**src/sv/hpd_pkg.sv**
```systemverilog
// Types and constants of the Hill pair decipher.
`default_nettype none
package hpd_pkg;

  localparam logic [63:0] FNV_BASIS   = 64'hcbf29ce484222325;
  localparam logic [8:0]  FNV_PRIME_LO = 9'h1b3;   // prime is 2^40 + this
  localparam int          FNV_PRIME_SHIFT = 40;
  localparam logic [63:0] KEY_XOR     = 64'hdeadbeefcafebabe;
  // Only the low byte of each mixing/LCG step reaches a matrix byte.
  localparam logic [7:0]  MIX_MUL_LO  = 8'h2d;
  localparam logic [7:0]  MIX_ADD_LO  = 8'h7c;
  localparam logic [7:0]  LCG_MUL_LO  = 8'h2d;
  localparam logic [7:0]  LCG_ADD_LO  = 8'h4f;

  typedef struct packed {
    logic [63:0]     whiten;
    logic [3:0][7:0] mat;
    logic [7:0]      det_inv;
  } hpd_key_t;

endpackage
`default_nettype wire

```
**src/sv/hpd_keygen.sv**
```systemverilog
// Key derivation sequencer: FNV-1a hash, LCG matrix bytes, determinant inverse.
`default_nettype none
module hpd_keygen (
  input  wire logic              clk,
  input  wire logic              rst_n,
  input  wire logic              cfg_wr_en,
  input  wire logic [63:0]       cfg_wr_data,
  output logic                   key_ready,
  output hpd_pkg::hpd_key_t      key
);

  localparam logic [2:0] ST_HASH  = 3'd0;
  localparam logic [2:0] ST_LCG   = 3'd1;
  localparam logic [2:0] ST_PROD  = 3'd2;
  localparam logic [2:0] ST_DET   = 3'd3;
  localparam logic [2:0] ST_INV   = 3'd4;
  localparam logic [2:0] ST_READY = 3'd5;

  logic [2:0]        state_r, state_nxt;
  logic [2:0]        cnt_r, cnt_nxt;
  logic [63:0]       ts_r, ts_nxt;
  logic [63:0]       h_r, h_nxt;
  logic [7:0]        lcg_r, lcg_nxt;
  logic [15:0]       p03_r, p03_nxt;
  logic [15:0]       p12_r, p12_nxt;
  logic [7:0]        det_r, det_nxt;
  logic [7:0]        inv_r, inv_nxt;
  logic [7:0]        tmp_r, tmp_nxt;
  hpd_pkg::hpd_key_t key_r, key_nxt;

  logic [63:0] hx;
  logic [63:0] h_step;
  logic        prod_eq;
  logic [7:0]  m0_fix;

  assign hx     = h_r ^ {56'd0, ts_r[{cnt_r, 3'b000} +: 8]};
  assign h_step = (hx << hpd_pkg::FNV_PRIME_SHIFT) + hx * {55'd0, hpd_pkg::FNV_PRIME_LO};
  assign prod_eq = (p03_r == p12_r);
  assign m0_fix  = prod_eq ? 8'(key_r.mat[0] + 8'd2) : key_r.mat[0];

  always_comb begin
    state_nxt = state_r;
    cnt_nxt   = cnt_r;
    ts_nxt    = ts_r;
    h_nxt     = h_r;
    lcg_nxt   = lcg_r;
    p03_nxt   = p03_r;
    p12_nxt   = p12_r;
    det_nxt   = det_r;
    inv_nxt   = inv_r;
    tmp_nxt   = tmp_r;
    key_nxt   = key_r;
    if (cfg_wr_en) begin
      // restart derivation from the new time value
      ts_nxt    = cfg_wr_data;
      h_nxt     = hpd_pkg::FNV_BASIS;
      cnt_nxt   = 3'd0;
      state_nxt = ST_HASH;
    end else begin
      unique case (state_r)
        ST_HASH: begin
          h_nxt   = h_step;
          cnt_nxt = 3'(cnt_r + 3'd1);
          if (cnt_r == 3'd7) begin
            key_nxt.whiten = h_step ^ hpd_pkg::KEY_XOR;
            state_nxt      = ST_LCG;
          end
        end
        ST_LCG: begin
          if (cnt_r == 3'd0) begin
            lcg_nxt = 8'(key_r.whiten[7:0] * hpd_pkg::MIX_MUL_LO + hpd_pkg::MIX_ADD_LO);
          end else begin
            lcg_nxt = 8'(lcg_r * hpd_pkg::LCG_MUL_LO + hpd_pkg::LCG_ADD_LO);
          end
          key_nxt.mat[cnt_r[1:0]] = lcg_nxt;
          // corner bytes are forced odd
          if (cnt_r == 3'd0 || cnt_r == 3'd3) begin
            key_nxt.mat[cnt_r[1:0]] = lcg_nxt | 8'd1;
          end
          cnt_nxt = 3'(cnt_r + 3'd1);
          if (cnt_r == 3'd3) begin
            state_nxt = ST_PROD;
          end
        end
        ST_PROD: begin
          p03_nxt   = {8'd0, key_r.mat[0]} * {8'd0, key_r.mat[3]};
          p12_nxt   = {8'd0, key_r.mat[1]} * {8'd0, key_r.mat[2]};
          state_nxt = ST_DET;
        end
        ST_DET: begin
          // exact zero determinant: bump the first byte by two
          key_nxt.mat[0] = m0_fix;
          if (prod_eq) begin
            det_nxt = 8'(m0_fix * key_r.mat[3] - p12_r[7:0]);
          end else begin
            det_nxt = 8'(p03_r[7:0] - p12_r[7:0]);
          end
          inv_nxt   = det_nxt;
          cnt_nxt   = 3'd0;
          state_nxt = ST_INV;
        end
        ST_INV: begin
          // Newton step split in two: t = 2 - d*inv, then inv = inv*t
          if (!cnt_r[0]) begin
            tmp_nxt = 8'(8'd2 - 8'(det_r * inv_r));
          end else begin
            inv_nxt = 8'(inv_r * tmp_r);
          end
          cnt_nxt = 3'(cnt_r + 3'd1);
          if (cnt_r == 3'd5) begin
            key_nxt.det_inv = det_r[0] ? inv_nxt : 8'd1;
            state_nxt       = ST_READY;
          end
        end
        ST_READY: begin
          state_nxt = ST_READY;
        end
        default: begin
          state_nxt = ST_HASH;
          cnt_nxt   = 3'd0;
          h_nxt     = hpd_pkg::FNV_BASIS;
        end
      endcase
    end
  end

  always_ff @(posedge clk) begin
    if (!rst_n) begin
      state_r <= ST_HASH;
      cnt_r   <= 3'd0;
      ts_r    <= 64'd0;
      h_r     <= hpd_pkg::FNV_BASIS;
    end else begin
      state_r <= state_nxt;
      cnt_r   <= cnt_nxt;
      ts_r    <= ts_nxt;
      h_r     <= h_nxt;
    end
  end

  always_ff @(posedge clk) begin
    lcg_r <= lcg_nxt;
    p03_r <= p03_nxt;
    p12_r <= p12_nxt;
    det_r <= det_nxt;
    inv_r <= inv_nxt;
    tmp_r <= tmp_nxt;
    key_r <= key_nxt;
  end

  assign key_ready = (state_r == ST_READY);
  assign key       = key_r;

endmodule
`default_nettype wire

```
**src/sv/hpd_datapath.sv**
```systemverilog
// Three-stage decipher pipeline: whiten, cross products, scale by inverse.
`default_nettype none
module hpd_datapath (
  input  wire logic              clk,
  input  wire logic              rst_n,
  input  wire hpd_pkg::hpd_key_t key,
  input  wire logic              in_valid,
  output logic                   in_ready,
  input  wire logic [7:0]        cipher_even,
  input  wire logic [7:0]        cipher_odd,
  input  wire logic [1:0]        pair_slot,
  input  wire logic              last_in,
  output logic                   out_valid,
  input  wire logic              out_ready,
  output logic [7:0]             plain_even,
  output logic [7:0]             plain_odd,
  output logic                   last_out
);

  logic v1_r, v2_r, v3_r;
  logic rdy1, rdy2, rdy3;

  logic [7:0] a_r, b_r;
  logic       l1_r, l2_r, l3_r;
  logic [7:0] p0_r, p1_r, p2_r, p3_r;
  logic [7:0] x_r, y_r;

  logic [63:0] wsh;

  // a stage moves when it is empty or its successor moves
  assign rdy3 = !v3_r || out_ready;
  assign rdy2 = !v2_r || rdy3;
  assign rdy1 = !v1_r || rdy2;
  assign in_ready = rdy1;

  assign wsh = key.whiten >> {pair_slot, 4'b0000};

  always_ff @(posedge clk) begin
    if (!rst_n) begin
      v1_r <= 1'b0;
      v2_r <= 1'b0;
      v3_r <= 1'b0;
    end else begin
      if (rdy1) begin
        v1_r <= in_valid;
      end
      if (rdy2) begin
        v2_r <= v1_r;
      end
      if (rdy3) begin
        v3_r <= v2_r;
      end
    end
  end

  always_ff @(posedge clk) begin
    if (rdy1 && in_valid) begin
      a_r  <= cipher_even ^ wsh[7:0];
      b_r  <= cipher_odd ^ wsh[15:8];
      l1_r <= last_in;
    end
    if (rdy2 && v1_r) begin
      p0_r <= 8'(a_r * key.mat[3]);
      p1_r <= 8'(key.mat[1] * b_r);
      p2_r <= 8'(key.mat[0] * b_r);
      p3_r <= 8'(a_r * key.mat[2]);
      l2_r <= l1_r;
    end
    if (rdy3 && v2_r) begin
      x_r  <= 8'(8'(p0_r - p1_r) * key.det_inv);
      y_r  <= 8'(8'(p2_r - p3_r) * key.det_inv);
      l3_r <= l2_r;
    end
  end

  assign out_valid  = v3_r;
  assign plain_even = x_r;
  assign plain_odd  = y_r;
  assign last_out   = l3_r;

endmodule
`default_nettype wire

```
**src/sv/hill_pair_decipher.sv**
```systemverilog
// Top level of the Hill pair decipher: key sequencer and decipher pipeline.
//
// Usage:
//   in_*  : ciphertext byte pairs. tdata = {cipher_odd, cipher_even},
//           tuser = pair_slot (picks whitening bytes 2*slot, 2*slot+1),
//           tlast marks the final pair of a message.
//   out_* : plaintext byte pairs. tdata = {plain_odd, plain_even},
//           tlast copies the input marker.
//   cfg_* : write the 64-bit timestamp; the whole key is re-derived.
// Key derivation runs after reset or after a timestamp write:
//   8 hash rounds (one FNV-1a byte per cycle), 4 LCG steps, the cross
//   products, the determinant and its zero fix, then the Newton inverse.
//   in_tready stays low during that time.
// Once ready, one pair is taken per cycle unless a held out_tready has
//   filled the pipeline. An accepted pair passes three register stages
//   (whiten, cross products, scale by inverse) before out_tvalid shows it.
// When out_tready is low the pipeline fills and holds; in_tready drops
//   only once all three stages hold an item, and nothing is dropped.
// Reset (rst_n low, synchronous) empties the pipeline and restarts the
//   key derivation from a zero timestamp.
`default_nettype none
module hill_pair_decipher (
  input  wire logic        clk,
  input  wire logic        rst_n,
  // slave side
  input  wire logic        in_tvalid,
  output logic             in_tready,
  input  wire logic [15:0] in_tdata,   // [7:0] cipher_even, [15:8] cipher_odd
  input  wire logic [1:0]  in_tuser,   // [1:0] pair_slot
  input  wire logic        in_tlast,   // last_in
  // master side
  output logic             out_tvalid,
  input  wire logic        out_tready,
  output logic [15:0]      out_tdata,  // [7:0] plain_even, [15:8] plain_odd
  output logic             out_tlast,  // last_out
  // configuration
  input  wire logic        cfg_wr_en,
  input  wire logic [63:0] cfg_wr_data // timestamp
);

  hpd_pkg::hpd_key_t key;
  logic              key_ready;
  logic              dp_in_valid;
  logic              dp_in_ready;

  hpd_keygen u_keygen (
    .clk         (clk),
    .rst_n       (rst_n),
    .cfg_wr_en   (cfg_wr_en),
    .cfg_wr_data (cfg_wr_data),
    .key_ready   (key_ready),
    .key         (key)
  );

  // hold off input until the key is settled
  assign dp_in_valid = in_tvalid && key_ready;
  assign in_tready   = dp_in_ready && key_ready;

  hpd_datapath u_datapath (
    .clk         (clk),
    .rst_n       (rst_n),
    .key         (key),
    .in_valid    (dp_in_valid),
    .in_ready    (dp_in_ready),
    .cipher_even (in_tdata[7:0]),
    .cipher_odd  (in_tdata[15:8]),
    .pair_slot   (in_tuser),
    .last_in     (in_tlast),
    .out_valid   (out_tvalid),
    .out_ready   (out_tready),
    .plain_even  (out_tdata[7:0]),
    .plain_odd   (out_tdata[15:8]),
    .last_out    (out_tlast)
  );

endmodule
`default_nettype wire

```
**config.mk**
```make
export PLATFORM = sky130hd
export DESIGN_NAME = hill_pair_decipher
export DESIGN_NICKNAME = d
export VERILOG_FILES = /design/src/sv/hpd_pkg.sv /design/src/sv/hpd_keygen.sv /design/src/sv/hpd_datapath.sv /design/src/sv/hill_pair_decipher.sv
export SDC_FILE = /design/constraint.sdc
export NUM_CORES = 2
export LEC_CHECK = 0
export ABC_CLOCK_PERIOD_IN_PS = 15600
export BUFFER_PORTS_ARGS = -buffer_cell sky130_fd_sc_hd__buf_2
export CAP_MARGIN = 15
export CORE_MARGIN = 1
export CORE_UTILIZATION = 54
export DETAILED_ROUTE_END_ITERATION = 16
export PLACE_DENSITY = 0.74
export SETUP_SLACK_MARGIN = 0.02
export SLEW_MARGIN = 20
export SYNTH_ARGS = -nofsm -noshare
export SYNTH_HDL_FRONTEND = slang
export SYNTH_SLANG_ARGS = --single-unit
```
**constraint.sdc**
```tcl
create_clock -name clk -period 15.6 [get_ports clk]
set_input_delay 0.78 -clock clk [delete_from_list [all_inputs] [get_ports clk]]
set_output_delay 0.78 -clock clk [all_outputs]
set_load 0.03 [all_outputs]
```
==> key figures <==
Logic synthesis
  – Average footprint of a synthesized cell: between 10 and 15 sq um
  – Number of distinct standard cells referenced by the synthesized netlist: 77
  – Post-Synthesis Net Count: 4854
  – Post-synthesis sequential area ratio: between 20% and 30%
  – Synthesis warning total: 0
  – Fraction of registers with async set or reset after synthesis: 0%
  – Primary FF master, synth: edfxtp_1
  – Number of flops mapped to enable cells by yosys: 235
  – Synthesized netlist cell count: about 3900
  – FF+latch count, synth: ~370
  – Netlist area before placement: 39400 sq um

GRT
  – Wire length of the first global-routing pass: ~160 mm
  – Total overflow reported by the global router: 0
  – Vias in the first global route: approximately 28000
  – Maximum number of pins on one net before global-route repair: 70
  – Global router's overall resource usage: roughly 28%
  – Antenna violations before repair: 0

Die
  – Num rows: slightly below 100
  – Initial Util: between 50% and 60%
  – Width of the die: ~270 um
  – DIE AREA: ~74000 sq um
  – Height of the chip: 272 um
  – I/O Pins: ~110
  – Area of the core: between 70000 and 80000 sq um

STA
  – Final setup violation count: 0
  – Relative slew margins: 22.0%
  – Worst slew pin tran: approximately 1.2 ns
  – Clock tree skew after final layout: ~0.022 ns
  – Maximum operating frequency: approximately 0.13 GHz
  – Shortest period the worst path allows: about 7.5 ns
  – Setup repair after global routing missed its margin: no
  – Period utilisation layout: just under 50%
  – Setup TNS: 0 ns
  – Number of max-slew violations in the final report: 0
  – Final count of hold timing violations: 0
  – Final worst slack: slightly above 8 ns

Clock network
  – Clock insertion delay at the later pin of the skew report: 0.59 ns
  – Clock transition time at the flip-flop clock pins of the worst setup and hold paths: roughly 0.060 ns
  – H-tree Lvls: 2
  – Hold Buf Count CTS: 0
  – TritonCTS clock tree: built
  – Number of buffers added by the clock tree synthesis step: between 40 and 50
  – TritonCTS sink count: approximately 370
  – Buffers inserted during post-CTS setup optimization: 0
  – Cell at the root of the clock tree: clkbuf_16
  – Maximum clock insertion buffer count: 3
  – Gates resized, CTS repair: 0

Setup path
  – Crit Reg-Reg Endpoint: u_keygen.key[103]
  – Type of origin of the critical path: flip-flop
  – R2R depth: 20
  – List of cells traversed by the critical path: mux4_2 > mux2i_1 > xor2_1 > inv_1 > ha_1 > xor2_1 > ha_1 > fa_1 > ha_1 > ha_1 > fa_1 > a211oi_1 > nor4_2 > nor3_1 > o32ai_1 > o211ai_1 > a2111oi_0 > o32a_2 > a21boi_1 > xnor2_1
  – Largest stage delay on the critical path: roughly 0.89 ns
  – Worst R2R Start: u_keygen.cnt_r[0]
  – Register-to-Register Setup Slack: between 8 and 9 ns
  – Crit-path slowest cell: dfxtp_2
  – CP most frequent cell: ha_1
  – Critical Path Start: u_keygen.cnt_r[0]
  – Kind of critical path: reg -> reg
  – Crit Path Max Fanout: 29
  – Crit path required time: 15.93 ns
  – Critical Path End Type: flip-flop
  – CP endpoint: u_keygen.key[103]
  – Data arrival at the endpoint of the critical path: approximately 7.8 ns

Final layout
  – Layout cell share with drive strength beyond 1: roughly 6.4%
  – Multi-input logic area: between 20000 and 30000 sq um
  – Antenna cells: 0
  – Final instance count without filler cells: roughly 5000
  – Final standard cell utilization of the core: around 60%
  – Area Growth Syn to Fin: 7.35%
  – Most frequent standard cell in the layout excluding fill and tap cells: inv_1
  – Number of nets in the layout: slightly below 5000
  – Commonest cells after routing, fill and taps aside: inv_1, ha_1, fa_1, nand2_1, and2_1
  – Register area: 9800 sq um
  – Count of filler cells inserted in the layout: a little over 6000

Routing
  – Number of DRC markers after the initial detailed-route iteration: around 1900
  – DR pass1 iterations: 5
  – DRC errors left: 0
  – Via/cell ratio: about 5.5
  – Total wirelength of the detailed-routed design: just under 100 mm
  – DR vias: 27000
  – Routed Antenna Nets: 0
  – Per-cell routed wire length: roughly 20 um

Hold path
  – Class of the tightest hold or removal check: in -> reg
  – Hold path startpoint: in_tlast

Place
  – # placed instances: 4822
  – Number of buffers inserted by port buffering: between 100 and 150
  – Place WS: a little over 8 ns
  – Post-DP HPWL: around 80 mm
  – Final estimated routing congestion in global placement: 1.03

Status
  – Run status: finished clean

Run
  – Number of max-cap violations: 0
==> flip-flops by register name, indices dropped and copies added (netlist names), 16 cells and up, named ones only <==
name / flops
u_keygen.p03_r: 16
u_keygen.ts_r: 64
u_keygen.key: 76
u_keygen.p12_r: 16
u_keygen.h_r: 64
==> synthesized netlist by cell type, types with 10 or more instances <==
| library cell | instances | area (sq um) |
|---|---|---|
| dfxtp_1 | 137 | 2740 |
| mux2i_1 | 86 | 861 |
| xor2_1 | 104 | 911 |
| clkbuf_1 | 106 | 398 |
| a22oi_1 | 12 | 90.1 |
| nor3_1 | 20 | 100 |
| o21bai_1 | 19 | 143 |
| edfxtp_1 | 235 | 7060 |
| nand3_1 | 24 | 120 |
| nor2b_1 | 114 | 713 |
| o21ai_0 | 68 | 340 |
| ha_1 | 466 | 5830 |
| nand4_1 | 13 | 81.3 |
| fa_1 | 433 | 8670 |
| and3_1 | 10 | 62.6 |
| nand2b_1 | 17 | 106 |
| inv_1 | 676 | 2540 |
| xnor2_1 | 232 | 2030 |
| a21o_1 | 55 | 413 |
| a21oi_1 | 162 | 811 |
| o21ai_1 | 22 | 110 |
| o21a_1 | 19 | 143 |
| nand2_1 | 298 | 1120 |
| nor2_1 | 100 | 375 |
| mux4_2 | 32 | 721 |
| and2_1 | 260 | 1630 |
==> worst max-delay path: cells and delay by family (launching register included) <==
kind / cells / cell delay (ns)
muxes: 2 / 0.84
xor gates and xnor gates: 3 / 0.95
adders and majority gates: 6 / 2.06
and+or+nand+nor: 2 / 0.48
DFF: 1 / 0.89
AOI/OAI and AO/OA: 6 / 1.88
buffers and inverters: 1 / 0.11
==> metal layers <==
| metal | track usage (%) | share of wire, % | vias up |
|---|---|---|---|
| li1 | - | - | 12600 |
| met1 | 35.0 | 41 | 13400 |
| met3 | 3.45 | 5.7 | 191 |
| met4 | 12.5 | 4.8 | 0 |
| met2 | 46.9 | 48 | 803 |
| met5 | 0 | 0 | - |
==> layout make-up <==
cell class,count,area share [%]
inverter,679,6.03
clock buffer,58,3.00
sequential,372,23.2
tap,950,2.81
timing repair buffer,123,1.56
multi-input combinational,2698,63.0
clock inverter,22,0.429
==> how the worst min path moves through the flow <==
stage / end / depth (start not counted)
2_1_floorplan: u_datapath.l2_r / 0
3_3_place_gp: u_datapath.l2_r / 0
3_5_place_dp: u_datapath.l2_r / 0
4_1_cts: u_datapath.l1_r / 1
5_1_grt: u_datapath.l1_r / 1
6_report: u_datapath.l1_r / 1
==> kinds of logic (layout without fill, tap and decap cells) <==
kind of cell | after synthesis | count (layout) | share of synthesized area, %
compound gates | 456 | 456 | 7.33
xor+xnor | 340 | 340 | 7.71
fa+ha+maj | 899 | 899 | 36.8
buf+inv | 797 | 882 | 7.62
flops | 372 | 372 | 24.9
mux | 120 | 120 | 4.08
simple gates | 883 | 883 | 11.5
==> stage by stage <==
stage / hold WS, ns / instance area, sq um
after global placement: 0.401 / 40800
final: 0.366 / 42200
after detailed placement: 0.405 / 40800
after CTS: 0.348 / 42200
after floorplan: 0.400 / 39400
after global routing: 0.363 / 42200
Power is left out: the tool's default activity adds up to more than one toggle a clock period on the data nets, which glitch-free logic cannot reach.
